File: src/design/u8u16_pkg.sv
// ----------------------------------------------------------------------------
// u8u16_pkg: shared types and constants of the UTF-8 to UTF-16 transcoder
// Item formats on both channels, the per-byte emission plan and code constants.
// ----------------------------------------------------------------------------
package u8u16_pkg;

    // Code constants
    localparam logic [15:0] REPL_CHAR    = 16'hFFFD;
    localparam logic [15:0] HI_SURR_BASE = 16'hD800;
    localparam logic [15:0] LO_SURR_BASE = 16'hDC00;
    localparam logic [20:0] SUPP_BASE    = 21'h010000;
    localparam logic [20:0] MAX_CP       = 21'h10FFFF;

    // Input item: one UTF-8 byte
    typedef struct packed {
        logic [7:0] byte_in;
        logic       end_of_string;
    } in_item_t;

    // Output item: one UTF-16 code unit
    typedef struct packed {
        logic [15:0] utf16_unit;
        logic        final_unit;
    } out_item_t;

    // Emission plan for one byte, in order:
    //   n_lead replacements, n_body units (body0, body1),
    //   n_tail replacements, then the terminator if term is set.
    typedef struct packed {
        logic [1:0]  n_lead;
        logic [1:0]  n_body;
        logic [15:0] body0;
        logic [15:0] body1;
        logic [1:0]  n_tail;
        logic        term;
    } plan_t;

endpackage

File: src/design/utf8_to_utf16_transcoder.sv
// Path: an accepted byte is registered in the input register and moves on into the result
//   buffer once that can load; the buffer then offers its first code unit.
// Throughput: one byte per cycle while each byte yields at most one unit and the output
//   is not stalled; a byte yielding k units (k up to 5) occupies the single output port.
// Reset: rst_n clears the pending sequence and empties the input and result stages.
// ----------------------------------------------------------------------------
// utf8_to_utf16_transcoder: streaming UTF-8 to UTF-16 converter
// Input register, sequence decoder and a result buffer that drains per unit.
// ----------------------------------------------------------------------------
module utf8_to_utf16_transcoder
(
    input  logic                  clk,
    input  logic                  rst_n,
    input  logic                  in_valid,
    output logic                  in_stall,
    input  u8u16_pkg::in_item_t   in_data,
    output logic                  out_valid,
    input  logic                  out_stall,
    output u8u16_pkg::out_item_t  out_data
);

    u8u16_pkg::in_item_t hold_reg;
    logic                hold_valid_reg;
    logic                move;
    logic                can_load;
    u8u16_pkg::plan_t    plan;

    // Move the held byte into the result buffer when it frees up
    assign move     = hold_valid_reg && can_load;
    assign in_stall = hold_valid_reg && !can_load;

    // Input register
    always_ff @(posedge clk or negedge rst_n)
    begin
        if (!rst_n)
        begin
            hold_valid_reg <= 1'b0;
        end
        else if (!in_stall)
        begin
            hold_valid_reg <= in_valid;
        end
    end

    always_ff @(posedge clk)
    begin
        if (!in_stall && in_valid)
        begin
            hold_reg <= in_data;
        end
    end

    u8u16_decoder u_decoder
    (
        .clk     (clk),
        .rst_n   (rst_n),
        .item    (hold_reg),
        .advance (move),
        .plan    (plan)
    );

    u8u16_out_seq u_out_seq
    (
        .clk      (clk),
        .rst_n    (rst_n),
        .plan     (plan),
        .load     (move),
        .can_load (can_load),
        .valid    (out_valid),
        .stall    (out_stall),
        .data     (out_data)
    );

`ifndef ASSERT_OFF
    // a stalled unit stays offered and unchanged
    a_stall_hold: assert property (@(posedge clk) disable iff (!rst_n)
        out_valid && out_stall |=> out_valid && $stable(out_data))
        else $error("stalled output unit dropped or changed");

    // the terminator carries a zero unit
    a_term_zero: assert property (@(posedge clk) disable iff (!rst_n)
        out_valid && out_data.final_unit |-> (out_data.utf16_unit == 16'd0))
        else $error("terminator with nonzero unit");

    // input stalls only while a byte is held back
    a_stall_held: assert property (@(posedge clk) disable iff (!rst_n)
        in_stall |-> hold_valid_reg && out_valid)
        else $error("input stalled without a waiting byte");
`endif

endmodule

File: src/design/u8u16_decoder.sv
// ----------------------------------------------------------------------------
// u8u16_decoder: UTF-8 sequence decoder
// Holds the pending sequence state and turns one byte into an emission plan.
// State advances when the plan is taken by the output buffer.
// ----------------------------------------------------------------------------
module u8u16_decoder
(
    input  logic                 clk,
    input  logic                 rst_n,
    input  u8u16_pkg::in_item_t  item,
    input  logic                 advance,
    output u8u16_pkg::plan_t     plan
);

    logic [20:0] point_reg;
    logic [20:0] point_next;
    logic [1:0]  need_reg;
    logic [1:0]  need_next;
    logic [1:0]  held_reg;
    logic [1:0]  held_next;

    logic        is_cont;
    logic [20:0] acc;
    logic [20:0] supp_off;
    logic [1:0]  mid_need;
    logic [1:0]  mid_held;
    logic [7:0]  b;

    // Accumulated code point, its offset into the supplementary planes, continuation test
    assign acc      = {point_reg[14:0], item.byte_in[5:0]};
    assign supp_off = acc - u8u16_pkg::SUPP_BASE;
    assign b        = item.byte_in;
    assign is_cont  = (need_reg != 2'd0) && (b[7:6] == 2'b10);

    // Plan and next state
    always_comb
    begin
        plan       = '0;
        point_next = point_reg;
        mid_need   = need_reg;
        mid_held   = held_reg;

        if (is_cont)
        begin
            if (need_reg == 2'd1)
            begin
                // sequence complete
                point_next = '0;
                mid_need   = 2'd0;
                mid_held   = 2'd0;
                if (acc[20:16] == 5'd0)
                begin
                    plan.n_body = 2'd1;
                    plan.body0  = acc[15:0];
                end
                else if (acc <= u8u16_pkg::MAX_CP)
                begin
                    plan.n_body = 2'd2;
                    plan.body0  = u8u16_pkg::HI_SURR_BASE | {6'd0, supp_off[19:10]};
                    plan.body1  = u8u16_pkg::LO_SURR_BASE | {6'd0, supp_off[9:0]};
                end
                else
                begin
                    plan.n_body = 2'd1;
                    plan.body0  = u8u16_pkg::REPL_CHAR;
                end
            end
            else
            begin
                point_next = acc;
                mid_need   = need_reg - 2'd1;
                mid_held   = held_reg + 2'd1;
            end
        end
        else
        begin
            // flush a broken sequence: lead plus each held byte
            plan.n_lead = (need_reg != 2'd0) ? (held_reg + 2'd1) : 2'd0;
            point_next  = '0;
            mid_need    = 2'd0;
            mid_held    = 2'd0;
            if (b[7] == 1'b0)
            begin
                plan.n_body = 2'd1;
                plan.body0  = {8'd0, b};
            end
            else if (b[7:5] == 3'b110)
            begin
                point_next = {16'd0, b[4:0]};
                mid_need   = 2'd1;
            end
            else if (b[7:4] == 4'b1110)
            begin
                point_next = {17'd0, b[3:0]};
                mid_need   = 2'd2;
            end
            else if (b[7:3] == 5'b11110)
            begin
                point_next = {18'd0, b[2:0]};
                mid_need   = 2'd3;
            end
            else
            begin
                plan.n_body = 2'd1;
                plan.body0  = u8u16_pkg::REPL_CHAR;
            end
        end

        // end of string: flush a truncated sequence, then terminate
        if (item.end_of_string)
        begin
            plan.n_tail = (mid_need != 2'd0) ? (mid_held + 2'd1) : 2'd0;
            plan.term   = 1'b1;
            point_next  = '0;
            need_next   = 2'd0;
            held_next   = 2'd0;
        end
        else
        begin
            need_next = mid_need;
            held_next = mid_held;
        end
    end

    // Sequence state
    always_ff @(posedge clk or negedge rst_n)
    begin
        if (!rst_n)
        begin
            point_reg <= '0;
            need_reg  <= '0;
            held_reg  <= '0;
        end
        else if (advance)
        begin
            point_reg <= point_next;
            need_reg  <= need_next;
            held_reg  <= held_next;
        end
    end

endmodule

File: src/design/u8u16_out_seq.sv
// ----------------------------------------------------------------------------
// u8u16_out_seq: result buffer and unit sequencer
// Holds one emission plan and hands out its code units one per cycle while not stalled.
// ----------------------------------------------------------------------------
module u8u16_out_seq
(
    input  logic                  clk,
    input  logic                  rst_n,
    input  u8u16_pkg::plan_t      plan,
    input  logic                  load,
    output logic                  can_load,
    output logic                  valid,
    input  logic                  stall,
    output u8u16_pkg::out_item_t  data
);

    u8u16_pkg::plan_t plan_reg;
    logic             valid_reg;
    logic [3:0]       idx_reg;

    logic [3:0] end_lead;
    logic [3:0] end_body;
    logic [3:0] end_tail;
    logic [3:0] total;
    logic [3:0] new_total;
    logic       last_take;

    // Unit boundaries inside the held plan
    assign end_lead  = {2'd0, plan_reg.n_lead};
    assign end_body  = end_lead + {2'd0, plan_reg.n_body};
    assign end_tail  = end_body + {2'd0, plan_reg.n_tail};
    assign total     = end_tail + {3'd0, plan_reg.term};
    assign new_total = {2'd0, plan.n_lead} + {2'd0, plan.n_body}
                     + {2'd0, plan.n_tail} + {3'd0, plan.term};

    assign valid     = valid_reg;
    assign last_take = valid_reg && !stall && ((idx_reg + 4'd1) == total);
    assign can_load  = !valid_reg || last_take;

    // Select the current unit
    always_comb
    begin
        data.final_unit = 1'b0;
        if (idx_reg < end_lead)
        begin
            data.utf16_unit = u8u16_pkg::REPL_CHAR;
        end
        else if (idx_reg < end_body)
        begin
            data.utf16_unit = (idx_reg == end_lead) ? plan_reg.body0 : plan_reg.body1;
        end
        else if (idx_reg < end_tail)
        begin
            data.utf16_unit = u8u16_pkg::REPL_CHAR;
        end
        else
        begin
            data.utf16_unit = 16'd0;
            data.final_unit = 1'b1;
        end
    end

    // Buffer control
    always_ff @(posedge clk or negedge rst_n)
    begin
        if (!rst_n)
        begin
            valid_reg <= 1'b0;
            idx_reg   <= '0;
        end
        else if (load)
        begin
            valid_reg <= (new_total != 4'd0);
            idx_reg   <= '0;
        end
        else if (last_take)
        begin
            valid_reg <= 1'b0;
            idx_reg   <= '0;
        end
        else if (valid_reg && !stall)
        begin
            idx_reg <= idx_reg + 4'd1;
        end
    end

    // Plan payload
    always_ff @(posedge clk)
    begin
        if (load)
        begin
            plan_reg <= plan;
        end
    end

endmodule

File: config.mk
export PLATFORM = sky130hd
export DESIGN_NAME = utf8_to_utf16_transcoder
export DESIGN_NICKNAME = d
export VERILOG_FILES = /design/src/design/u8u16_pkg.sv /design/src/design/utf8_to_utf16_transcoder.sv /design/src/design/u8u16_decoder.sv /design/src/design/u8u16_out_seq.sv
export SDC_FILE = /design/constraint.sdc
export NUM_CORES = 1
export LEC_CHECK = 0
export ABC_CLOCK_PERIOD_IN_PS = 4000
export BUFFER_PORTS_ARGS = -buffer_cell sky130_fd_sc_hd__buf_2
export CAP_MARGIN = 30
export CORE_MARGIN = 4
export CORE_UTILIZATION = 60
export CTS_CLUSTER_SIZE = 16
export DETAILED_ROUTE_END_ITERATION = 10
export PLACE_DENSITY = 0.8
export RECOVER_POWER = 25
export SLEW_MARGIN = 30
export SYNTH_ARGS = -nofsm -noshare
export SYNTH_HDL_FRONTEND = slang
export SYNTH_SLANG_ARGS = --single-unit
File: constraint.sdc
create_clock -name clk -period 4 [get_ports clk]
set_input_delay 0 -clock clk [delete_from_list [all_inputs] [get_ports clk]]
set_output_delay 0 -clock clk [all_outputs]
set_load 0.02 [all_outputs]
# After elaboration in Yosys (flattened, before gate mapping)
# Cells that the tools add are included.
[totals]
ram_bits = 0
mem_count = 0
latch_bits = 0
ff_bits = 73
wordCells = 102
mem_bits_ro = 0
[op_classes]
n_eq_ne = 7
order_cmp = 4
shifts = 0
n_mux = 43
bitwise = 3
n_addsub = 11
reduce_logical = 19
n_mul = 0
div_mod_pow = 0
[op_table]
columns = ["op", "n"]
rows = [
  ["$mux 18", 6],
  ["$mux 16", 6],
  ["$mux 15", 5],
  ["$mux 34", 1],
  ["$mux 2", 13],
  ["$le 21x21->1 const B", 1],
  ["$sub 20x17->20 const B", 1],
  ["$mux 17", 1],
  ["$mux 4", 4],
  ["$add 4x1->4", 2],
  ["$add 4x2->4", 2],
  ["$lt 4x4->1", 2],
  ["$add 2x2->3", 2],
  ["$logic_and 1x1->1", 6],
  ["$mux 3", 2],
  ["$reduce_bool 2->1", 3],
  ["$eq 5x5->1 const B", 1],
  ["$logic_not 5->1", 1],
  ["$mux 1", 5],
  ["$add 2x1->2 const B", 2],
  ["$add 4x1->4 const B", 1],
  ["$eq 4x2->1", 1],
  ["$eq 4x4->1", 1],
  ["$eq 4x4->1 const B", 1],
  ["12 further kinds", 17],
]

# Depth between registers and ports, before layout
# Gate-level depths: netlist of the first run.
[depth]
depth_word = 13
mapped_depth = 17
ltp_nobuf = 16

# Cells and area by module
# A second synthesis of the first run with hierarchy kept.
[unflattened]
hier_cells = 383
hier_area_um2 = 4240.3
[by_module_without_submodules]
columns = ["module", "area_per_inst_um2", "cells_per_inst", "seq_area_each_um2", "instances"]
rows = [
  ["u8u16_out_seq", 2347.3, 179, 1296.2, 1],
  ["u8u16_decoder", 1559.0, 189, 475.5, 1],
  ["utf8_to_utf16_transcoder", 334.1, 15, 295.3, 1],
]

# Least setup slack after synthesis of the first run
# No wires, ideal clock.
[synth_path]
path_kind = "reg-to-reg"
startpoint = "register u_out_seq.plan_reg (netlist bit u_out_seq.end_lead[0])"
endpoint = "register hold_reg[0] (netlist bit) (enable)"
path_buffers = 0
path_stages_with_launch = 10
t_arrival_ps = 3193
setup_ps = 381
required_ps = 3619
synth_period_minus_slack_ps = 3573
slack_ps = 427
cell_sequence = "edfxtp_1 ha_1 fa_1 fa_1 ha_1 xnor3_2 xor2_2 nand3_1 or2_1 a31oi_1"
[synth_between]
elab_chain_len = 10
[synth_rtl]
columns = ["element", "line", "rtl"]
rows = [
  ["from (decl)", "u8u16_out_seq.sv:17", "u8u16_pkg::plan_t plan_reg;"],
  ["from (signal assigned)", "u8u16_out_seq.sv:92", "plan_reg <= plan;"],
  ["$add 2x2->3", "u8u16_out_seq.sv:30", "assign end_body = end_lead + {2'd0, plan_reg.n_body};"],
  ["$add 4x2->4", "u8u16_out_seq.sv:31", "assign end_tail = end_body + {2'd0, plan_reg.n_tail};"],
  ["$add 4x1->4", "u8u16_out_seq.sv:32", "assign total = end_tail + {3'd0, plan_reg.term};"],
  ["$eq 4x4->1", "u8u16_out_seq.sv:37", "assign last_take = valid_reg && !stall && ((idx_reg + 4'd1) == total);"],
  ["$logic_and 1x1->1", "u8u16_out_seq.sv:37", ""],
  ["$logic_or 1x1->1", "u8u16_out_seq.sv:38", "assign can_load = !valid_reg || last_take;"],
  ["$logic_not 1->1", "utf8_to_utf16_transcoder.sv:30", "assign in_stall = hold_valid_reg && !can_load;"],
  ["$logic_and 1x1->1", "utf8_to_utf16_transcoder.sv:30", ""],
  ["$logic_not 1->1", "utf8_to_utf16_transcoder.sv:47", "if (!in_stall && in_valid)"],
  ["$logic_and 1x1->1", "utf8_to_utf16_transcoder.sv:47", ""],
  ["to (signal assigned)", "utf8_to_utf16_transcoder.sv:49", "hold_reg <= in_data;"],
  ["to (decl)", "utf8_to_utf16_transcoder.sv:22", "u8u16_pkg::in_item_t hold_reg;"],
]
# Every way passes these cells.
# A chain may end at the register's enable or synchronous reset.

==> results of run 1 <==
[timing repair]
| item | in CTS | in global routing |
|---|---|---|
| buffers inserted | 0 | 0 |
| resized for setup | 0 | 0 |
| endpoints found under the hold margin | 35 | 0 |
| setup endpoints to repair | 0 | 0 |
| hold buffers | 11 | 0 |
[synth_stat cells, types with 3 or more instances]
cell / count
buf_2: 4
o21ai_0: 36
nor2b_1: 4
and2_1: 7
dfrtp_1: 25
o211ai_1: 11
a21oi_1: 21
nor3_1: 13
edfxtp_1: 43
nand3_1: 7
o31ai_2: 9
nand2b_1: 5
mux2i_1: 4
nand2_1: 45
a32oi_1: 9
mux2_1: 4
a21o_1: 4
inv_1: 35
nand4_1: 6
nor4_1: 7
ha_1: 19
o21ai_1: 8
o31ai_1: 3
fa_1: 5
xnor2_1: 3
clkbuf_1: 18
xor2_1: 4
nor2_1: 11
[worst min-delay path by stage]
stage,to,slack (ps),cells past startpoint
final,u_out_seq.idx_reg[1],40,4
after global routing,u_out_seq.idx_reg[1],60,4
after CTS,u_out_seq.idx_reg[1],30,4
after detailed placement,u_decoder.point_reg[10],30,1
after global placement,u_decoder.point_reg[10],30,1
after floorplan,hold_valid_reg,-300,0
[final cells by class]
cell class	count	area [µm²]	area share, %
clock inverter	4	72.6	1.53
multi-input combinational	282	1990	42.1
timing repair buffer	54	365	7.70
clock buffer	12	155	3.27
sequential	68	1920	40.4
inverter	36	138	2.90
tap	80	100	2.11
[kinds of logic after synthesis]
group | synth area share (%)
AND/OR/NAND/NOR | 14.7
XOR/XNOR | 3.40
AO/OA/AOI/OAI | 19.1
multiplexers | 2.65
flip-flops | 46.1
adder cells (fa/ha/maj) | 8.12
buffers and inverters | 5.96
[critical path, cell delays in order (launching register included)]
cell and delay [ps]:
dfrtp_1 430, inv_1 130, ha_1 200, or3b_1 390, nand2_1 90, mux2i_2 80
buf_4 220, nor3_4 230, inv_1 110, fa_1 560, fa_1 430, a2111oi_0 380
a21oi_1 70, o21ai_0 200, nand2_1 70
[metal layers]
metal | global-route usage (%) | part of all wire, % | vias to the layer above
li1 | - | - | 1584
met1 | 31.2 | 42 | 1584
met2 | 41.0 | 48 | 157
met3 | 5.22 | 6.8 | 29
met4 | 9.30 | 2.3 | 0
met5 | 0 | 0 | -
[through the flow]
stage	util [%]	instances	hold WS, ps	cell area (µm²)
2_1_floorplan	-	410	-296	4160
3_3_place_gp	65.2	509	26.4	4410
3_5_place_dp	65.2	509	33.8	4410
4_1_cts	70.2	536	25.5	4740
5_1_grt	70.2	536	64.4	4740
6_report	70.2	536	36.1	4740
==> qor.tcl, run 1 <==
set qor(yosysSeqAreaShare_pct) 46.1
set qor(post-route-period-util_pct) 92.9
set qor(layout-drive-gt1-share_pct) 16.9
set qor(report.final.setup_viol) 0
set qor(postSynthRegisterBits) 68
set qor(nets) 488
set qor(place_congestion) 0.880
set qor(core_region_area_um2) 6760
set qor(floorplan.die_area_um2) 8330
set qor(postLayoutSetupSlackWorst_ps) 285
set qor(layout_commonest_cell) {nand2_1}
set qor(global_route.overflow_total) 0
set qor(timing.reg2reg.worst_path_depth) 14
set qor(drc) 0
set qor(status) {finished clean}
set qor(flip_flop_count_of_the_largest_register_after_layout) 32
set qor(timing.setup.tns_ps) 0
set qor(critPathRequiredTime_ps) 4220
set qor(drt_pre_antenna_iters) 5
set qor(dp_hpwl_um) 6690
set qor(synth-edff-count) 43
set qor(syn_area_um2) 4160
set qor(min_path_type) {primary input to register}
set qor(postSynthAreaPerCell_um2) 10.1
set qor(clkSinkCount) 68
set qor(antenna_found_initial) 0
set qor(antenna_cells) 0
set qor(synth_top_area_share_pct) 31.0
set qor(hold_path.startpoint) {out_stall}
set qor(cp-start-kind) {register}
set qor(cts_tree) {built}
set qor(tightest_slew_ps) 1420
set qor(rr_endpoint) {u_out_seq.valid}
set qor(yosys_most_used_dff) {edfxtp_1}
set qor(cts_buffers) 9
set qor(cap_viol_max_count) 0
set qor(port_buffers) 31
set qor(wl_um) 9490
set qor(async_reset_ff_share_pct) 36.8
set qor(die_y_um) 91.3
set qor(setup.worst_path.class) {register to register}
set qor(post_drt_wl_per_cell_um) 17.7
set qor(path_max_fanout) 16
set qor(final.setup_skew_ps) 8.19
set qor(area_growth_pct) 14.0
set qor(post_synth_num_cell_types) 61
set qor(yosysWarningCount) 0
set qor(fin_crit_ps) 3710
set qor(achievable-frequency_mhz) 269
set qor(report.final.hold_viol_count) 0
set qor(detailroute.via_count) 3354
set qor(initial_utilization_pct) 61.6
set qor(ctsHtreeMaxLevel) 3
set qor(worst_setup_hold_path_clk_slew_ps) 70
set qor(grt_setup_unrepaired) {no}
set qor(synth_top_cell_by_area) {edfxtp_1}
set qor(die_width_um) 91.3
set qor(crit_end) {u_out_seq.valid}
set qor(most-common-layout-cells) {45 x nand2_1, 43 x edfxtp_1, 36 x o21ai_0}
set qor(post_synth_inst_count) 410
set qor(detail_route.vias_per_cell) 6.26
set qor(worstPathArrival_ps) 3930
set qor(netlist_top_cells_area) {edfxtp_1 31%, dfrtp_1 15%, ha_1 5.7%}
set qor(fillers) 499
set qor(clock_tree.buffer_depth) 2
set qor(via_count_of_the_first_global_routing_pass) 3368
set qor(drt_iter0_drc) 339
set qor(clock_insertion_delay_worst_skew_ps) 350
set qor(postRouteAntennaNets) 0
set qor(pre_cts_slack_ps) 331
set qor(setup.worst_path.end_class) {register}
set qor(grt_max_degree) 26
set qor(finalMaxSlewViolations) 0
set qor(fp-row-count) 30
set qor(ios) 32
set qor(syn_nets) 447
set qor(grt_use_total_pct) 24.5
set qor(r2r_slack_ps) 290
set qor(timing.critical_path.from) {u_decoder.point_reg[11]}
set qor(grt_first_pass_wirelength_um) 16300
set qor(clk_root_buf) {clkbuf_8}
set qor(regToRegStartpoint) {u_decoder.point_reg[11]}
set qor(slew_headroom_pct) 5.04
Power of run 1 is not shown: default switching activity piles up to over one toggle a cycle in this logic, so the estimate is an artifact.
==> run 2, diff against run 1 <==
- ABC_CLOCK_PERIOD_IN_PS: 4000 -> 4450
- CORE_UTILIZATION: 60 -> 65
- PLACE_DENSITY: 0.8 -> 0.85
- clock period: 4 -> 4.45 ns (I/O delays scaled with it)
==> run 2 against run 1 <==
Sequential share of layout area rose by 1.0 points. Hold slack improved by 16 ps. First-iteration DRC count rose by 4.1%. Die area fell by 7.0%. Register-to-register slack improved by 280 ps. Cell area fell by 2.5%. Clock skew rose by 0.99 ps. Critical endpoint unchanged. Utilization rose by 6.1 points. Via count fell by 0.63%. Worst setup slack improved by 280 ps. Cell count fell by 2.2%.
==> qor.tcl, run 2 (synthesis results as in run 1) <==
set qor(setup.worst_path.end_class) {register}
set qor(layout-drive-gt1-share_pct) 15.4
set qor(nets) 481
set qor(holdBufCountCts) 11
set qor(grt_setup_unrepaired) {no}
set qor(layout_commonest_cell) {nand2_1}
set qor(cts_tree) {built}
set qor(drc) 0
set qor(post-cts-setup-buffers) 0
set qor(post-route-period-util_pct) 87.3
set qor(r2r_slack_ps) 570
set qor(drt_pre_antenna_iters) 6
set qor(hold_path.startpoint) {out_stall}
set qor(detail_route.vias_per_cell) 6.36
set qor(core_region_area_um2) 6060
set qor(fp-row-count) 28
set qor(ios) 32
set qor(cap_viol_max_count) 0
set qor(cts_buffers) 9
set qor(rr_endpoint) {u_out_seq.valid}
set qor(post_drt_wl_per_cell_um) 17.7
set qor(via_count_of_the_first_global_routing_pass) 3282
set qor(tightest_slew_ps) 1330
set qor(postRouteAntennaNets) 0
set qor(status) {finished clean}
set qor(min_path_type) {primary input to register}
set qor(place_congestion) 0.938
set qor(grt_first_pass_wirelength_um) 16000
set qor(report.final.hold_viol_count) 0
set qor(slowest_delay_ps) 530
set qor(antenna_found_initial) 0
set qor(fin_crit_ps) 3880
set qor(report.final.setup_viol) 0
set qor(regToRegStartpoint) {u_decoder.need_reg[0]}
set qor(clkSinkCount) 68
set qor(fillers) 399
set qor(worstPathCellList) {inv_1 -> ha_1 -> or3_1 -> nor2_1 -> a21oi_1 -> a21oi_1 -> o21ai_0 -> fa_1 -> fa_1 -> a2111oi_0 -> a21oi_1 -> o21ai_0 -> nand2_1}
set qor(clk_root_buf) {clkbuf_8}
set qor(flip_flop_count_of_the_largest_register_after_layout) 32
set qor(clock_tree.buffer_depth) 2
set qor(finalMaxSlewViolations) 0
set qor(clock_insertion_delay_worst_skew_ps) 340
set qor(worst_setup_hold_path_clk_slew_ps) 70
set qor(die_y_um) 88.0
set qor(initial_utilization_pct) 68.6
set qor(cts_resized) 0
set qor(wl_um) 9270
set qor(cp-start-kind) {register}
set qor(critPathMostFrequentCell) {a21oi_1}
set qor(antenna_cells) 0
set qor(setup.worst_path.class) {register to register}
set qor(worstPathArrival_ps) 4100
set qor(ctsHtreeMaxLevel) 3
set qor(path_max_fanout) 8
set qor(grt_max_degree) 42
set qor(floorplan.die_area_um2) 7740
set qor(die_width_um) 88.0
set qor(min_delay_path_depth) 4
set qor(global_route.overflow_total) 0
set qor(area_growth_pct) 11.2
set qor(worst_hold_path.endpoint) {u_out_seq.idx_reg[3]}
set qor(achievable-frequency_mhz) 257
set qor(slew_headroom_pct) 11.5
set qor(final.setup_skew_ps) 9.18
set qor(grt_use_total_pct) 27.1
set qor(critPathRequiredTime_ps) 4670
set qor(detailroute.via_count) 3333
set qor(most-common-layout-cells) {45 x nand2_1, 43 x edfxtp_1, 36 x o21ai_0}
set qor(drt_iter0_drc) 353
set qor(cpMaxStageDelayCell) {or3_1}
set qor(timing.setup.tns_ps) 0
set qor(port_buffers) 31
set qor(dp_hpwl_um) 6720
set qor(timing.reg2reg.worst_path_depth) 13
-- run 2: cell count changes in the layout (fill, tap and decap cells not counted), sizes merged --
cell,before,now
clkbuf,14,16
bufinv,2,0
buf,41,34
-- run 2: cell type report --
class	count	area (µm²)	area share (%)
Clock buffer	14	173	3.73
Clock inverter	2	8.76	0.189
Tap cell	75	93.8	2.03
Multi-Input combinational cell	282	1990	43.1
Sequential cell	68	1920	41.5
Inverter	36	138	2.98
Timing Repair Buffer	47	300	6.49
-- run 2: worst max path at each step --
stage               depth (start not counted)  slack, ps                      to                   from
floorplan                                   9        880             hold_reg[0]  u_out_seq.end_lead[0]
global placement                            9        700   u_decoder.held_reg[0]  u_out_seq.end_lead[0]
detailed placement                         10        610   u_decoder.need_reg[1]  u_out_seq.end_lead[0]
CTS                                         9        580  u_decoder.point_reg[3]  u_out_seq.end_lead[0]
global route                               13        280         u_out_seq.valid  u_decoder.need_reg[0]
finish                                     13        570         u_out_seq.valid  u_decoder.need_reg[0]
-- run 2: metal layers --
| layer | global-route usage [%] | vias to the layer above | part of all wire [%] |
|---|---|---|---|
| met5 | 0 | - | 0 |
| met4 | 11.7 | 0 | 2.4 |
| met3 | 5.08 | 28 | 7.4 |
| met2 | 43.2 | 158 | 48 |
| met1 | 36.6 | 1575 | 42 |
| li1 | - | 1572 | - |
-- run 2: per-stage QoR --
stage	util, %	area (µm²)	hold WS [ps]	cells	setup slack [ps]
2_1_floorplan	-	4160	-296	410	877
3_3_place_gp	71.5	4340	11.0	497	697
3_5_place_dp	71.5	4340	18.2	497	606
4_1_cts	76.3	4630	38.8	524	577
5_1_grt	76.3	4620	69.9	524	276
6_report	76.3	4620	52.1	524	566
-- run 2: worst max-delay path, delay by kind of cell (launching register included) --
family,cells,cell delay [ps]
simple gates,3,730
compound gates,6,1340
flops,1,420
buf+inv,1,90
fa+ha+maj,3,1170
Power of run 2 is left out for the same reason.
